--- src/rtl/srg_pkg.sv ---
// Shared types and constants for the servo ramp generator.
package srg_pkg;

    // Field widths
    localparam int NUM_CH    = 4;
    localparam int CH_W      = 2;
    localparam int POS_W     = 11;
    localparam int PCT_W     = 7;
    localparam int LEN_W     = 16;
    localparam int DLY_W     = 8;
    localparam int CFG_IDX_W = 3;

    // Parameter defaults
    localparam int DEF_CHANNELS  = 4;
    localparam int DEF_TIME_BITS = 32;

    // Percent of full range, and centiseconds per second
    localparam int PCT_FULL   = 100;
    localparam int CS_PER_SEC = 100;

    // Request codes
    localparam logic REQ_MOVE = 1'b0;
    localparam logic REQ_TICK = 1'b1;

    // Register reset values
    localparam logic [POS_W-1:0] LOW_RST  = '0;
    localparam logic [POS_W-1:0] HIGH_RST = '1;

    typedef struct packed {
        logic             req_type;
        logic [CH_W-1:0]  channel;
        logic [POS_W-1:0] start_position;
        logic [PCT_W-1:0] target_percent;
        logic [LEN_W-1:0] duration_cs;
        logic [DLY_W-1:0] delay_seconds;
    } t_req;

    typedef struct packed {
        logic [POS_W-1:0] position_0;
        logic [POS_W-1:0] position_1;
        logic [POS_W-1:0] position_2;
        logic [POS_W-1:0] position_3;
        logic             drive_0;
        logic             drive_1;
        logic             drive_2;
        logic             drive_3;
    } t_rsp;

    // Controller to datapath commands
    typedef struct packed {
        logic            cmd_load;
        logic            tick;
        logic            eval;
        logic            mul0;
        logic            mul1;
        logic            div_step;
        logic            store;
        logic            publish;
        logic [CH_W-1:0] ch;
    } t_ctl;

endpackage

--- src/rtl/srg_ctrl.sv ---
// Sequencer for the servo ramp generator: handshakes and per-channel steps.
module srg_ctrl
    import srg_pkg::*;
#(
    parameter int CHANNELS = DEF_CHANNELS
) (
    input  logic i_clk,
    input  logic i_rst_n,
    input  logic i_valid,
    input  logic i_req_type,
    output logic o_stall,
    output logic o_valid,
    input  logic i_stall,
    output t_ctl o_ctl
);

    localparam int BIT_W = $clog2(POS_W);

    typedef enum logic [6:0] {
        ST_IDLE  = 7'b0000001,
        ST_EVAL  = 7'b0000010,
        ST_MUL0  = 7'b0000100,
        ST_MUL1  = 7'b0001000,
        ST_DIV   = 7'b0010000,
        ST_STORE = 7'b0100000,
        ST_PUB   = 7'b1000000
    } t_state;

    t_state          r_state, n_state;
    logic [CH_W-1:0] r_ch, n_ch;
    logic [BIT_W-1:0] r_bit, n_bit;
    logic            r_ovalid, n_ovalid;
    logic            w_in_xfer;
    logic            w_out_free;

    assign w_in_xfer  = i_valid && (r_state == ST_IDLE);
    assign w_out_free = !r_ovalid || !i_stall;
    assign o_stall    = (r_state != ST_IDLE);
    assign o_valid    = r_ovalid;

    // Next state and command decode
    always_comb begin
        n_state  = r_state;
        n_ch     = r_ch;
        n_bit    = r_bit;
        n_ovalid = r_ovalid && i_stall;
        o_ctl    = '0;
        o_ctl.ch = r_ch;
        case (r_state)
            ST_IDLE: begin
                if (w_in_xfer) begin
                    if (i_req_type == REQ_TICK) begin
                        o_ctl.tick = 1'b1;
                        n_ch       = '0;
                        n_state    = ST_EVAL;
                    end else begin
                        o_ctl.cmd_load = 1'b1;
                    end
                end
            end
            ST_EVAL: begin
                o_ctl.eval = 1'b1;
                n_state    = ST_MUL0;
            end
            ST_MUL0: begin
                o_ctl.mul0 = 1'b1;
                n_state    = ST_MUL1;
            end
            ST_MUL1: begin
                o_ctl.mul1 = 1'b1;
                n_bit      = BIT_W'(POS_W - 1);
                n_state    = ST_DIV;
            end
            ST_DIV: begin
                o_ctl.div_step = 1'b1;
                n_bit          = r_bit - 1'b1;
                if (r_bit == '0) begin
                    n_state = ST_STORE;
                end
            end
            ST_STORE: begin
                o_ctl.store = 1'b1;
                if (r_ch == CH_W'(CHANNELS - 1)) begin
                    n_state = ST_PUB;
                end else begin
                    n_ch    = r_ch + 1'b1;
                    n_state = ST_EVAL;
                end
            end
            ST_PUB: begin
                // wait for the output register to be free
                if (w_out_free) begin
                    o_ctl.publish = 1'b1;
                    n_ovalid      = 1'b1;
                    n_state       = ST_IDLE;
                end
            end
            default: begin
                n_state = ST_IDLE;
            end
        endcase
    end

    always_ff @(posedge i_clk) begin
        if (!i_rst_n) begin
            r_state  <= ST_IDLE;
            r_ch     <= '0;
            r_bit    <= '0;
            r_ovalid <= 1'b0;
        end else begin
            r_state  <= n_state;
            r_ch     <= n_ch;
            r_bit    <= n_bit;
            r_ovalid <= n_ovalid;
        end
    end

endmodule

--- src/rtl/srg_datapath.sv ---
// Channel state, time counter, interpolation arithmetic and output register.
module srg_datapath
    import srg_pkg::*;
#(
    parameter int CHANNELS  = DEF_CHANNELS,
    parameter int TIME_BITS = DEF_TIME_BITS
) (
    input  logic                 i_clk,
    input  logic                 i_rst_n,
    input  t_ctl                 i_ctl,
    input  t_req                 i_data,
    input  logic                 i_cfg_we,
    input  logic [CFG_IDX_W-1:0] i_cfg_idx,
    input  logic [POS_W-1:0]     i_cfg_data,
    output t_rsp                 o_data
);

    localparam int CH_IW = (CHANNELS > 1) ? $clog2(CHANNELS) : 1;
    localparam int DEN_W = LEN_W + PCT_W;        // 100 * duration
    localparam int DLT_W = POS_W + 9;            // signed target minus origin, times 100
    localparam int NUM_W = DLT_W + LEN_W + 1;    // signed numerator
    localparam int OD_W  = POS_W + DEN_W;        // origin * denominator
    localparam int DSH_W = DEN_W + POS_W - 1;    // denominator aligned to top quotient bit
    localparam int DCS_W = DLY_W + PCT_W;        // delay in centiseconds

    // Channel count, one bit wider than a channel number
    localparam logic [CH_W:0] CH_LIM = (CH_W+1)'(CHANNELS);

    // Configuration and per-channel move state
    logic [POS_W-1:0]     r_low   [CHANNELS];
    logic [POS_W-1:0]     r_high  [CHANNELS];
    logic [POS_W-1:0]     r_org   [CHANNELS];
    logic [PCT_W-1:0]     r_pct   [CHANNELS];
    logic [LEN_W-1:0]     r_len   [CHANNELS];
    logic [TIME_BITS-1:0] r_beg   [CHANNELS];
    logic [TIME_BITS-1:0] r_time;

    // Per-tick working registers
    logic [LEN_W-1:0]        r_e;
    logic                    r_drv;
    logic [DEN_W-1:0]        r_den;
    logic signed [DLT_W-1:0] r_delta;
    logic signed [NUM_W-1:0] r_num;
    logic [DSH_W-1:0]        r_dsh;
    logic [POS_W-1:0]        r_quo;
    logic [POS_W-1:0]        r_pos  [CHANNELS];
    logic                    r_drvs [CHANNELS];
    t_rsp                    r_out;

    logic [CH_W-1:0]         w_cfg_ch;
    logic [CH_IW-1:0]        w_ci;
    logic [CH_IW-1:0]        w_cmd_ci;
    logic [CH_IW-1:0]        w_cfg_ci;
    logic [PCT_W-1:0]        w_pct_sat;
    logic [DCS_W-1:0]        w_dly_cs;
    logic [TIME_BITS-1:0]    w_e;
    logic                    w_drv;
    logic signed [DLT_W-1:0] w_lo_s, w_hi_s, w_org_s, w_pct_s, w_hund;
    logic signed [DLT_W-1:0] w_delta;
    logic [OD_W-1:0]         w_od;
    logic signed [NUM_W-1:0] w_de;
    logic signed [NUM_W-1:0] w_trial;
    logic [POS_W-1:0]        w_pos4 [NUM_CH];
    logic                    w_drv4 [NUM_CH];

    assign w_cfg_ch = CH_W'(i_cfg_idx >> 1);
    assign w_ci     = i_ctl.ch[CH_IW-1:0];
    assign w_cmd_ci = i_data.channel[CH_IW-1:0];
    assign w_cfg_ci = w_cfg_ch[CH_IW-1:0];

    // Command decode: saturate percent, scale delay to centiseconds
    assign w_pct_sat = (i_data.target_percent > PCT_W'(PCT_FULL)) ?
                       PCT_W'(PCT_FULL) : i_data.target_percent;
    assign w_dly_cs  = DCS_W'(i_data.delay_seconds) * DCS_W'(CS_PER_SEC);

    // Elapsed time and drive window for the channel in work
    assign w_e   = r_time - r_beg[w_ci];
    assign w_drv = (w_e != '0) && (w_e <= TIME_BITS'(r_len[w_ci]));

    // Target*100 minus origin*100, signed
    assign w_lo_s  = $signed(DLT_W'(r_low[w_ci]));
    assign w_hi_s  = $signed(DLT_W'(r_high[w_ci]));
    assign w_org_s = $signed(DLT_W'(r_org[w_ci]));
    assign w_pct_s = $signed(DLT_W'(r_pct[w_ci]));
    assign w_hund  = $signed(DLT_W'(PCT_FULL));
    assign w_delta = w_lo_s * w_hund + (w_hi_s - w_lo_s) * w_pct_s - w_org_s * w_hund;

    // Products and restoring division trial
    assign w_od    = OD_W'(r_org[w_ci]) * OD_W'(r_den);
    assign w_de    = r_delta * $signed({1'b0, r_e});
    assign w_trial = r_num - $signed(NUM_W'(r_dsh));

    // Configuration, commands and time counter
    always_ff @(posedge i_clk) begin
        if (!i_rst_n) begin
            r_time <= '0;
            for (int c = 0; c < CHANNELS; c++) begin
                r_low[c]  <= LOW_RST;
                r_high[c] <= HIGH_RST;
                r_org[c]  <= '0;
                r_pct[c]  <= '0;
                r_len[c]  <= '0;
                r_beg[c]  <= '0;
            end
        end else begin
            if (i_cfg_we && ({1'b0, w_cfg_ch} < CH_LIM)) begin
                if (i_cfg_idx[0]) begin
                    r_high[w_cfg_ci] <= i_cfg_data;
                end else begin
                    r_low[w_cfg_ci] <= i_cfg_data;
                end
            end
            if (i_ctl.cmd_load && ({1'b0, i_data.channel} < CH_LIM)) begin
                r_org[w_cmd_ci] <= i_data.start_position;
                r_pct[w_cmd_ci] <= w_pct_sat;
                r_len[w_cmd_ci] <= i_data.duration_cs;
                r_beg[w_cmd_ci] <= r_time + TIME_BITS'(w_dly_cs);
            end
            if (i_ctl.tick) begin
                r_time <= r_time + 1'b1;
            end
        end
    end

    // Interpolation sequence for one channel
    always_ff @(posedge i_clk) begin
        if (i_ctl.eval) begin
            r_e     <= w_e[LEN_W-1:0];
            r_drv   <= w_drv;
            r_den   <= DEN_W'(r_len[w_ci]) * DEN_W'(PCT_FULL);
            r_delta <= w_delta;
        end
        if (i_ctl.mul0) begin
            r_num <= $signed(NUM_W'(w_od));
        end
        if (i_ctl.mul1) begin
            r_num <= r_num + w_de;
            r_dsh <= DSH_W'(r_den) << (POS_W - 1);
            r_quo <= '0;
        end
        if (i_ctl.div_step) begin
            if (w_trial >= 0) begin
                r_num <= w_trial;
                r_quo <= {r_quo[POS_W-2:0], 1'b1};
            end else begin
                r_quo <= {r_quo[POS_W-2:0], 1'b0};
            end
            r_dsh <= r_dsh >> 1;
        end
        if (i_ctl.store) begin
            r_pos[w_ci]  <= r_drv ? r_quo : '0;
            r_drvs[w_ci] <= r_drv;
        end
        if (i_ctl.publish) begin
            r_out.position_0 <= w_pos4[0];
            r_out.position_1 <= w_pos4[1];
            r_out.position_2 <= w_pos4[2];
            r_out.position_3 <= w_pos4[3];
            r_out.drive_0    <= w_drv4[0];
            r_out.drive_1    <= w_drv4[1];
            r_out.drive_2    <= w_drv4[2];
            r_out.drive_3    <= w_drv4[3];
        end
    end

    // Unbuilt channels read as zero
    for (genvar g = 0; g < NUM_CH; g++) begin : g_out
        if (g < CHANNELS) begin : g_used
            assign w_pos4[g] = r_pos[g];
            assign w_drv4[g] = r_drvs[g];
        end else begin : g_unused
            assign w_pos4[g] = '0;
            assign w_drv4[g] = 1'b0;
        end
    end

    assign o_data = r_out;

endmodule

--- src/rtl/servo_ramp_generator_unit.sv ---
// Top level of the servo ramp generator: controller and datapath.
// A move command is taken while the unit is idle and gives no result. A tick's
// result reaches the output register after each channel in turn runs
// elapsed-time and target setup, the multiply steps MUL0 and MUL1 into the
// numerator, an 11-step restoring divider that yields one position bit a
// cycle, and a store; a publish step then writes the result once the output
// register is free. The divider is shared by all channels in turn. A new
// item is taken once the previous tick's result sits in the output register,
// which holds it until transfer.
// Configuration is written through i_cfg_we, i_cfg_idx and i_cfg_data.
module servo_ramp_generator_unit
    import srg_pkg::*;
#(
    parameter int CHANNELS  = DEF_CHANNELS,
    parameter int TIME_BITS = DEF_TIME_BITS
) (
    input  logic                 i_clk,
    input  logic                 i_rst_n,
    input  logic                 i_valid,
    output logic                 o_stall,
    input  t_req                 i_data,
    output logic                 o_valid,
    input  logic                 i_stall,
    output t_rsp                 o_data,
    input  logic                 i_cfg_we,
    input  logic [CFG_IDX_W-1:0] i_cfg_idx,
    input  logic [POS_W-1:0]     i_cfg_data
);

    t_ctl w_ctl;

    // Sequencer
    srg_ctrl #(
        .CHANNELS (CHANNELS)
    ) u_ctrl (
        .i_clk      (i_clk),
        .i_rst_n    (i_rst_n),
        .i_valid    (i_valid),
        .i_req_type (i_data.req_type),
        .o_stall    (o_stall),
        .o_valid    (o_valid),
        .i_stall    (i_stall),
        .o_ctl      (w_ctl)
    );

    // Arithmetic and state
    srg_datapath #(
        .CHANNELS  (CHANNELS),
        .TIME_BITS (TIME_BITS)
    ) u_datapath (
        .i_clk      (i_clk),
        .i_rst_n    (i_rst_n),
        .i_ctl      (w_ctl),
        .i_data     (i_data),
        .i_cfg_we   (i_cfg_we),
        .i_cfg_idx  (i_cfg_idx),
        .i_cfg_data (i_cfg_data),
        .o_data     (o_data)
    );

endmodule
--- config.mk ---
export PLATFORM = sky130hd
export DESIGN_NAME = servo_ramp_generator_unit
export DESIGN_NICKNAME = d
export VERILOG_FILES = /design/src/rtl/srg_pkg.sv /design/src/rtl/srg_ctrl.sv /design/src/rtl/srg_datapath.sv /design/src/rtl/servo_ramp_generator_unit.sv
export SDC_FILE = /design/constraint.sdc
export NUM_CORES = 2
export LEC_CHECK = 0
export BUFFER_PORTS_ARGS = -buffer_cell sky130_fd_sc_hd__buf_2
export CORE_MARGIN = 5
export CORE_UTILIZATION = 30
export DETAILED_ROUTE_END_ITERATION = 16
export GPL_ROUTABILITY_DRIVEN = 1
export PLACE_DENSITY = 0.54
export SLEW_MARGIN = 0
export SYNTH_ARGS = -nofsm -noshare
export SYNTH_HDL_FRONTEND = slang
export SYNTH_HIERARCHICAL = 1
export SYNTH_SLANG_ARGS = --single-unit
--- constraint.sdc ---
create_clock -name i_clk -period 10.3 [get_ports i_clk]
set_input_delay 0.515 -clock i_clk [delete_from_list [all_inputs] [get_ports i_clk]]
set_output_delay 0.515 -clock i_clk [all_outputs]
set_load 0.05 [all_outputs]
-- Word-level counts from Yosys, hierarchy flattened
Memories as Yosys holds them, arrays and structs flattened. A register that Yosys moved wholly into a read port is not among the register bits.
Index checks and enable logic that the tools add are counted.
- logic and storage cells: 153
- memories kept: 8
- output and inout port bits: 50
- bits of input ports: 64
- bits in latches: 0
- bits in writable memories: 400
- bits in registers: 185
- memory bits (read-only): 0
- memory list (memory ; depth ; bits a word ; read ports ; clocked after memory_dff ; write ports ; line ; text):
    u_datapath.r_beg ; 4 ; 32 ; 1 ; 1 ; 4 ; srg_datapath.sv:35 ; logic [TIME_BITS-1:0] r_beg [CHANNELS];
    u_datapath.r_len ; 4 ; 16 ; 1 ; 1 ; 4 ; srg_datapath.sv:34 ; logic [LEN_W-1:0] r_len [CHANNELS];
    u_datapath.r_high ; 4 ; 11 ; 1 ; 1 ; 4 ; srg_datapath.sv:31 ; logic [POS_W-1:0] r_high [CHANNELS];
    u_datapath.r_low ; 4 ; 11 ; 1 ; 1 ; 4 ; srg_datapath.sv:30 ; logic [POS_W-1:0] r_low [CHANNELS];
    u_datapath.r_org ; 4 ; 11 ; 1 ; 1 ; 4 ; srg_datapath.sv:32 ; logic [POS_W-1:0] r_org [CHANNELS];
    u_datapath.r_pos ; 4 ; 11 ; 4 ; 4 ; 1 ; srg_datapath.sv:46 ; logic [POS_W-1:0] r_pos [CHANNELS];
    +2 memories ; n/a ; n/a ; n/a ; n/a ; n/a ; n/a ;
- shift operators: 0
- div/mod/pow operators: 0
- $lt $le $gt $ge: 3
- bitwise logic cells: 0
- equality and inequality tests: 14
- mux-type cells: 79
- add/sub/neg operators: 10
- reduce and logical (&&, ||, !) cells: 19
- multipliers: 7
- operators with widths (cell ; number):
    2-to-1 mux 37 bit ; 4
    2-to-1 mux 32 bit ; 3
    2-to-1 mux 11 bit ; 6
    2-to-1 mux 7 bit ; 7
    one-hot mux 7 bit (7 select lines) ; 1
    2-to-1 mux 2 bit ; 23
    adder 37 bit ; 1
    greater-or-equal comparator 37 x 1 -> 1 bit (second input constant) ; 1
    multiplier 20 x 17 -> 37 bit ; 1
    subtractor 37 x 34 -> 37 bit ; 1
    OR reduction 11 bit ; 3
    adder 32 x 1 -> 32 bit (second input constant) ; 1
    adder 32 x 15 -> 32 bit ; 1
    <= comparator 32 x 16 -> 1 bit ; 1
    multiplier 11 x 21 -> 32 bit ; 1
    multiplier 11 x 5 -> 16 bit (second input constant) ; 2
    2-to-1 mux 1 bit ; 32
    nonzero test 32 bit ; 1
    OR reduction 32 bit ; 1
    subtractor 32 bit ; 1
    multiplier 16 x 5 -> 21 bit (second input constant) ; 1
    adder 20 bit ; 1
    multiplier 20 x 8 -> 20 bit ; 1
    subtractor 20 bit ; 1
    other kinds (27) ; 36

-- Longest topological paths before layout
- depth after elaboration: 9
- gate-level depth with buffers: 35
- mapped depth without buffers: 32

-- Hierarchy
Netlist, hierarchy kept.
- modules (own cells, without submodules) (module ; area an instance (µm²) ; times used ; cells each):
    srg_datapath ; 58102.0 ; 1 ; 5608
    srg_ctrl ; 860.8 ; 1 ; 98

-- Worst setup path before layout
No wires, ideal clock.
- kind: register -> register
- start point: register, netlist name u_ctrl/r_ch[0]
- end point: register u_datapath.r_delta[19], data pin
- cell stages (with the launch flop): 34
- period minus slack after synthesis: 9.238 ns
- setup time: 0.261 ns
- data arrival time: 8.977 ns
- slack: 1.062 ns
- cell sequence: dfxtp_1 buf_2 buf_2 buf_1 buf_1 mux4_2 ha_1 fa_1 nor2b_1 o21ai_0 a21boi_0 o21ai_0 a21boi_0 o21ai_0 a21boi_0 nor2_1 nand2_1 fa_1 fa_1 inv_1 fa_1 fa_1 inv_1 fa_1 inv_1 ha_1 or3_1 o211a_1 a211o_1 a21o_1 a21oi_1 o21a_1 o21ai_0 xnor2_1
- RTL lines (element ; line ; text):
    to (signal assigned) ; srg_datapath.sv:131 ; r_delta <= w_delta;
    to (decl) ; srg_datapath.sv:42 ; logic signed [DLT_W-1:0] r_delta;

==> run summary <==
Setup repair after global routing left no endpoint under its margin. The share of the synthesized area in the top cell type came out at ~28%. In this run the deepest clock path goes through 3 buffers. The initial antenna violation count came out at 23. The synthesized design contains about 630 register bits. The biggest cell delay along the critical path came out at ~640 ps. In the final routed layout, each cell accounts on average for about 18 µm. TritonCTS built the clock tree.

By instance count, the leading cell after synthesis is inv_1. The clock period minus final worst setup slack is ~8600 ps. The number of maximum-capacitance violations came out at 0. During synthesis, Yosys emitted a total of 6 warnings. The worst register-to-register path has a setup slack of between 1500 and 2000 ps. The worst hold slack after final layout came out at 132 ps. The clock-pin slew on the worst setup and hold paths came out at ~60 ps. The proportion of synthesized chip area in sequential cells came out at just over 30%. The final-report hold violation count was 0.

The first routing iteration left approximately 2400 violations. The commonest cells after synthesis are inv_1, fa_1, nand2_1. The maximum fanout along the worst path is 18.

The worst pin sits at a relative slew slack of between 20% and 30%. The proportion of register bits with asynchronous set or reset after synthesis is 0%. The first global-routing pass estimated approximately 240000 µm of wire. For the worst-skew pair, the clock arrives at the later sink with an insertion delay of ~700 ps.

In this design, the largest share of critical-path delay is due to adder cells. The final setup TNS is 0 ps. For the worst setup path, the data required time is ~11000 ps.

The number of H-tree levels came out at 3. The root cell of the clock tree is clkbuf_16. In the routed layout, each cell is associated on average with a via count of 4.73.

Synthesis produced a netlist with a net count of 6902. The post-route clock skew came out at 41.1 ps. The die area is ~200000 µm².

The final routed DRC violation total is 0. The fraction of final layout cells sized beyond drive strength 1 came out at 7.85%. The die boundary height is ~450 µm. The last weighted congestion value of the routability-driven placer is 0.867. The detailed-router iteration count before antenna repair came out at 8. The cell area after technology mapping came out at a little under 60000 µm². The critical path contains buffers and inverters numbering 3 combined. The number of input and output port buffers inserted is approximately 110.

Compared with the post-synthesis result, the final layout area differs by 9.86%. The maximum clock frequency came out at ~0.12 GHz. The net count reported at finish is slightly below 7000. The flow ran to the end, and the final reports show no timing, DRC or antenna violations.

Ranked by total cell area, the synthesized netlist is headed by edfxtp_1, fa_1, ha_1. The via total after detailed routing came out at between 30000 and 40000. STA classifies the critical path startpoint as a register. The tightest min-delay check is of the in2reg type. The count of final max-slew check failures is 0. In this design, the critical path's most frequently occurring cell is fa_1. The total CTS buffers is 74. The number of hold buffers added after CTS came out at 0. The post-synthesis area per instance came out at roughly 10 µm². The aggregate global-route resource usage is 14.9%.

The sink count of the clock tree is 633. Counting flops with a built-in enable in the synthesized netlist gives between 500 and 600. The gate count of the mapped netlist came out at roughly 5700.

During I/O placement, the number of pins put on the boundary was 114. After floorplanning, the core was sized to cover roughly 200000 µm². The number of placement rows is around 160. The global route total overflow is 0.

The category of the critical setup timing path is reg2reg. The number of distinct standard cells referenced by the synthesized netlist came out at 96. The endpoint arrival time on the critical path is 9060 ps.

The number of filler instances in the final layout is 19700. Summed over all nets, the half-perimeter wirelength after detailed placement is 118000 µm. The initial utilization of the core area, before any placement, comes to a little under a third. The number of setup buffers added after CTS is 0.

The setup violation total in the final timing report came out at 0. The portion of the clock cycle consumed by the worst path in the final layout came out at 83.7%. The slew at the pin with the worst max-slew slack is ~1200 ps. The dominant cell type by area after synthesis is edfxtp_1.

Among all flip-flop cells after synthesis, the most frequent one is edfxtp_1. The slowest cell on the critical path is mux4_2. The final wirelength is around 150000 µm. The maximum number of pins on one net before global-route repair is 64.

The detail route stage leaves a number of antenna-violating nets equal to 0. The overall die width came out at approximately 450 µm. The number of global-route vias before repair is approximately 42000.

The worst setup path is captured at a register. Gates resized during post-CTS repair numbered 0.
## worst reg2reg max path, delay by kind of cell (launching register included)
family                     cells  cell delay [ps]
xor gates and xnor gates       1              140
and+or+nand+nor                4              800
muxes                          1              650
buffers and inverters          3              160
DFF                            1              590
adders and majority gates      8             3510
AOI/OAI and AO/OA             12             2570
## routing by layer
layer  GRT usage (%)  wire (µm)  vias up
met4            4.30       4340        4
met5               0         21        -
li1                -          -    18700
met2            25.0      72700      782
met3            2.21       6660      193
met1            20.0      68800    20100
## kinds of logic after synthesis
logic type               share of synthesized area, %
AND/OR/NAND/NOR                                  14.1
multiplexers                                     4.15
flip-flops                                       30.8
adder cells (fa/ha/maj)                          32.4
buffers and inverters                            7.78
AO/OA/AOI/OAI                                    7.20
XOR/XNOR                                         3.50
## registers in the layout (all words and copies together) (netlist names), 7 cells and up
| register | flops |
|---|---|
| u_datapath/r_beg | 128 |
| u_datapath/r_len | 64 |
| u_datapath/o_data | 48 |
| u_datapath/r_high | 44 |
| u_datapath/r_low | 44 |
| u_datapath/r_org | 44 |
| u_datapath/r_pos | 44 |
| u_datapath/r_num | 37 |
| u_datapath/r_dsh | 33 |
| u_datapath/r_time | 32 |
| u_datapath/r_pct | 28 |
| u_datapath/r_den | 21 |
| u_datapath/r_delta | 20 |
| u_datapath/r_e | 16 |
| u_datapath/r_quo | 11 |
| u_ctrl/r_state | 7 |
## layout make-up
cell class,instances,area [µm²],area share [%]
multi-input combinational,3859,36300,56.0
inverter,984,3690,5.70
antenna,7,17.5,0.0270
sequential,633,18200,28.1
clock inverter,43,455,0.703
tap,2624,3280,5.07
clock buffer,92,1920,2.96
timing repair buffer,163,941,1.45
## through the flow
step                      worst slack (ps)  instance area (µm²)  std cells  util, %
after floorplan                       1060                59000       5706        -
after global placement                1600                62400       8263     32.0
after detailed placement              1600                62400       8263     32.0
after CTS                             1610                64800       8398     33.2
after global routing                  1130                64800       8401     33.2
final                                 1680                64800       8405     33.2
## cell usage in the layout, fill, tap and decap left out, types with 28 or more instances in the layout
cell type,Yosys,final
inv_1,982,981
fa_1,661,661
edfxtp_1,549,549
nand2_1,550,546
ha_1,471,471
and2_1,373,373
nor2_1,347,346
a21oi_1,183,182
o21ai_0,148,148
xnor2_1,136,136
buf_2,9,113
xor2_1,98,98
and3_1,88,87
mux4_2,84,84
dfxtp_1,84,82
clkbuf_16,0,74
nand3_1,64,64
a21o_1,62,62
nor3_1,54,52
buf_4,1,50
or3_1,42,42
nand2b_1,36,36
or2_2,35,35
nor2b_1,31,31
o21bai_1,31,31
a211oi_1,30,30
o21a_1,28,28
## worst paths after layout
check | startpoint | end | cells after the start
setup reg to reg | u_ctrl/r_ch[0]$_SDFFE_PN0P_ | u_datapath/r_delta[19]$_DFFE_PP_ | 29
hold / removal | i_data[39] | u_datapath/r_org[1][8]$_SDFFCE_PN0P_ | 2
hold reg to reg | u_datapath/r_pos[3][1]$_DFFE_PP_ | u_datapath/o_data[5]$_DFFE_PP_ | 0
setup / recovery | u_ctrl/r_ch[0]$_SDFFE_PN0P_ | u_datapath/r_delta[19]$_DFFE_PP_ | 29
Power is not shown: default switching activity piles up to over one toggle a cycle in this logic, so the estimate is an artifact.
